### src/rtl/lga_pkg.sv
// Shared types, constants and codes for the landmark gating associator.
`timescale 1ns / 1ps

package lga_pkg;

  localparam int MAP_DEPTH  = 1024;
  localparam int COORD_BITS = 16;

  localparam int ADDR_W   = (MAP_DEPTH > 1) ? $clog2(MAP_DEPTH) : 1;
  localparam int CNT_W    = $clog2(MAP_DEPTH + 1);
  localparam int POS_W    = 3 * COORD_BITS;
  localparam int SQ_W     = 2 * COORD_BITS;
  localparam int SUM_W    = SQ_W + 2;
  localparam int DIST_W   = 16;
  localparam int GATE_W   = 2 * DIST_W;
  localparam int CMP_W    = (SUM_W > GATE_W) ? SUM_W : GATE_W;
  localparam int PIX_W    = 12;
  localparam int ID_W     = 10;
  localparam int STATUS_W = 2;

  localparam logic [DIST_W-1:0] DIST_RESET = 16'd50;

  // Result status codes.
  localparam logic [STATUS_W-1:0] STATUS_MATCH = 2'd0;
  localparam logic [STATUS_W-1:0] STATUS_ADDED = 2'd1;
  localparam logic [STATUS_W-1:0] STATUS_FULL  = 2'd2;

  // Configuration port.
  localparam int PADDR_W = 3;
  localparam int PDATA_W = 32;
  localparam int REG_IDX_W = PADDR_W - 2;
  localparam logic [REG_IDX_W-1:0] REG_MATCH_DIST = 1'b0;

  typedef struct packed {
    logic signed [COORD_BITS-1:0] pos_x;
    logic signed [COORD_BITS-1:0] pos_y;
    logic signed [COORD_BITS-1:0] pos_z;
    logic [PIX_W-1:0]             pixel_u;
    logic [PIX_W-1:0]             pixel_v;
  } in_item_t;

  typedef struct packed {
    logic [ID_W-1:0]     landmark_id;
    logic [STATUS_W-1:0] status;
    logic [PIX_W-1:0]    out_pixel_u;
    logic [PIX_W-1:0]    out_pixel_v;
  } out_item_t;

  typedef enum logic [1:0] {
    ST_IDLE,
    ST_SCAN,
    ST_RESULT
  } state_t;

  typedef struct packed {
    logic start;
    logic scan;
    logic mark_match;
    logic append;
    logic mark_full;
    logic load_out;
  } ctrl_cmd_t;

  typedef struct packed {
    logic hit;
    logic scan_end;
    logic map_full;
    logic out_free;
  } dp_status_t;

endpackage

### src/rtl/lga_ctrl.sv
// Controller state machine: accepts a request, runs the map scan and delivers the result.
`timescale 1ns / 1ps

module lga_ctrl (
  input  logic               clk,
  input  logic               rst,
  input  logic               in_valid,
  output logic               in_stall,
  input  lga_pkg::dp_status_t stat,
  output lga_pkg::ctrl_cmd_t  cmd
);

  lga_pkg::state_t state, state_next;

  always_ff @(posedge clk) begin
    if (rst) begin
      state <= lga_pkg::ST_IDLE;
    end else begin
      state <= state_next;
    end
  end

  always_comb begin
    state_next = state;
    cmd        = '0;
    in_stall   = 1'b1;
    unique case (state)
      lga_pkg::ST_IDLE: begin
        in_stall = 1'b0;
        if (in_valid) begin
          cmd.start  = 1'b1;
          state_next = lga_pkg::ST_SCAN;
        end
      end
      lga_pkg::ST_SCAN: begin
        cmd.scan = 1'b1;
        // The compare stage sees entries in map order, so the first hit is the earliest match.
        if (stat.hit) begin
          cmd.mark_match = 1'b1;
          state_next     = lga_pkg::ST_RESULT;
        end else if (stat.scan_end) begin
          if (stat.map_full) begin
            cmd.mark_full = 1'b1;
          end else begin
            cmd.append = 1'b1;
          end
          state_next = lga_pkg::ST_RESULT;
        end
      end
      lga_pkg::ST_RESULT: begin
        if (stat.out_free) begin
          cmd.load_out = 1'b1;
          state_next   = lga_pkg::ST_IDLE;
        end
      end
      default: begin
        state_next = lga_pkg::ST_IDLE;
      end
    endcase
  end

endmodule

### config.mk
export PLATFORM = sky130hd
export DESIGN_NAME = lga_ctrl
export DESIGN_NICKNAME = d
export VERILOG_FILES = /design/src/rtl/lga_pkg.sv /design/src/rtl/lga_ctrl.sv
export SDC_FILE = /design/constraint.sdc
export NUM_CORES = 1
export LEC_CHECK = 0
export BUFFER_PORTS_ARGS = -buffer_cell sky130_fd_sc_hd__buf_2
export CAP_MARGIN = 40
export CORE_AREA = 2 2 39 41
export CTS_CLUSTER_SIZE = 40
export DETAILED_ROUTE_END_ITERATION = 16
export DIE_AREA = 0 0 41 43
export GPL_ROUTABILITY_DRIVEN = 0
export PLACE_DENSITY = 0.33
export SLEW_MARGIN = 20
export SYNTH_ARGS = -nofsm -noshare
export SYNTH_HDL_FRONTEND = slang
export SYNTH_SLANG_ARGS = --single-unit
### constraint.sdc
create_clock -name clk -period 1.4 [get_ports clk]
set_input_delay 0.28 -clock clk [delete_from_list [all_inputs] [get_ports clk]]
set_output_delay 0.28 -clock clk [all_outputs]
set_load 0.005 [all_outputs]
==> impl_metrics.py <==
metrics = {
    "run_status": {
        "status": "finished clean",
    },
    "detailed_routing": {
        "routed_wirelength_um": 392,
        "routedWlPerCell_um": 7.84,
        "wl_met3_um": 85,
        "viasPerCell": 3.68,
        "drt_iter0_drc": 8,
        "dr.max_layer_used": "met3",
        "dr.pass1.iters": 2,
        "drc_errors": 0,
        "dr_wl_met2_um": 152,
        "vias": 184,
        "antenna_left": 0,
        "m1WireLength_um": 154,
    },
    "die": {
        "ios": 14,
        "rows": 14,
        "start_util_pct": 9.86,
        "die_w_um": 41,
        "core_mm2": 0.00138,
        "die_y_um": 43,
        "fp.dieArea_mm2": 0.00176,
    },
    "synthesis": {
        "ys_warn_count": 0,
        "syn-num-nets": 24,
        "yosys.area.top_type": "dfxtp_1",
        "yosysSeqAreaShare_pct": 29.4,
        "synth.top_cell.area_share_pct": 29.4,
        "synth_edf_count": 0,
        "synthCells": 17,
        "async_reset_ff_share_pct": 0,
        "synth.avg_cell_area_um2": 8.02,
        "ys_seq_elements": 2,
        "ys_top_cells_by_count": "nor2_1, dfxtp_1",
        "synth_area_leaders": "dfxtp_1, and4bb_2, nor2_1",
        "netlist_area_um2": 136,
        "synth_cell_types": 14,
        "synth.most_common_cell": "nor2_1",
        "synth-main-ff-cell": "dfxtp_1",
    },
    "critical_path": {
        "cp_data_arrival_time_ns": 1.11,
        "worstPathRequired_ns": 1.12,
        "start_kind": "register",
        "cp_max_fo": 5,
        "crit_type": "register to primary output",
        "cp-end-kind": "primary output",
    },
    "power": {
        "vdd_ir_drop_max_mv": 0.339,
        "p_leak_nw": 0.140,
        "p_total_mw": 0.237,
        "power_density_mw_per_mm2": 935,
    },
    "clock_network": {
        "clk_pin_slew_worst_paths_ns": 0.03,
        "cts-root-buf": "clkbuf_4",
        "h-tree-depth": 1,
        "cts_tree": "done",
        "clk_path_buf_depth": 2,
        "clock_latency_ns": 0.22,
        "cts_sinks": 2,
        "cts-buffers-inserted": 3,
    },
    "flow_run": {
        "maxCapViolations": 0,
    },
    "grt": {
        "grt_max_degree": 6,
        "grt_pass1_vias": 151,
        "grt_pass1_wl_um": 607,
        "grt_usage_pct": 6.02,
        "antenna_found_initial": 0,
        "grt-ovfl-total": 0,
    },
    "timing": {
        "fin_tns_setup_ns": 0,
        "finClkSkew_ns": 0.00103,
        "maxSlewHeadroom_pct": 91.4,
        "max_slew.worst_pin.slew_ns": 0.126,
        "min_period_ns": 1.39,
        "fmax_ghz": 0.719,
        "final-max-slew-violation-count": 0,
        "setup_violations": 0,
        "rsz0062_at_grt": "yes",
        "hold_violations": 0,
        "post-route-period-util_pct": 99.3,
        "whs_ns": 0.222,
    },
    "placed_design": {
        "dp_hpwl_um": 300,
        "io_buffers": 13,
        "placedInstanceArea_um2": 221,
    },
    "min_path": {
        "holdCritPathClass": "input pin to register",
    },
    "layout": {
        "drive_above_1_share_pct": 64.7,
        "largest_reg_flops": 2,
        "top_register": "state",
        "area_growth_pct": 86.2,
        "layout.nets": 43,
        "nFillCells": 163,
        "stdcell_area_um2": 254,
        "antennaDiodeCount": 0,
        "top_regs": "state x2",
    },
}
## what timing repair did
action,in CTS,in global routing
cloned,0,0
endpoints found under the setup margin,3,2
resized for setup,2,0
buffers inserted,1,0
hold buffers,0,0
## critical path: stages (launching register included)
cell and delay (ns):
dfxtp_2 0.32, and2b_2 0.23, and4bb_2 0.21, buf_2 0.12
## layout make-up
type / instances / area [um2] / share of cell area [%]
clock buffer: 3 / 22.5 / 8.87
sequential: 2 / 42.5 / 16.7
timing repair buffer: 14 / 72.6 / 28.6
inverter: 1 / 3.75 / 1.48
multi-input combinational: 14 / 92.6 / 36.5
tap: 16 / 20.0 / 7.88
## report_power, final
part	internal [mW]	total (mW)	switching, mW
Combinational	0.0262	0.0448	0.0186
Clock	0.0945	0.127	0.0325
Sequential	0.0621	0.0657	0.00359
## path summary, 6_finish.rpt
kind,startpoint,endpoint,slack (ns),depth (start not counted)
max reg2reg,state[1],state[1],0.45,3
max,state[1],cmd[2],0.01,3
min,rst,state[1],0.22,2
min reg2reg,state[1],state[0],0.51,2
## layer usage
metal	vias to the layer above	track usage, %
met5	-	0
met4	0	4.00
met3	0	7.85
met2	16	6.56
met1	75	5.77
li1	93	-
## through the flow
step	utilization (%)	cells	setup slack [ns]
after CTS	18.4	50	-0.00314
final	18.4	50	0.00951
after global routing	18.4	50	-0.0358
after detailed placement	16.0	46	0.174
after global placement	16.0	46	0.172
after floorplan	-	17	0.316
## cell usage in the layout (no fill, tap or decap), types with 2 or more instances in the layout
cell      Yosys  final
buf_2         0     13
nor2_1        3      3
clkbuf_4      0      3
dfxtp_2       0      2
## cells by family after synthesis
logic type             count (synthesis)  share of synthesized area (%)
AOI/OAI and AO/OA                      2                           7.33
and+or+nand+nor                       11                           53.2
muxes                                  1                           7.34
buffers and inverters                  1                           2.75
DFF                                    2                           29.4
Power figures use the tool's default switching activity.
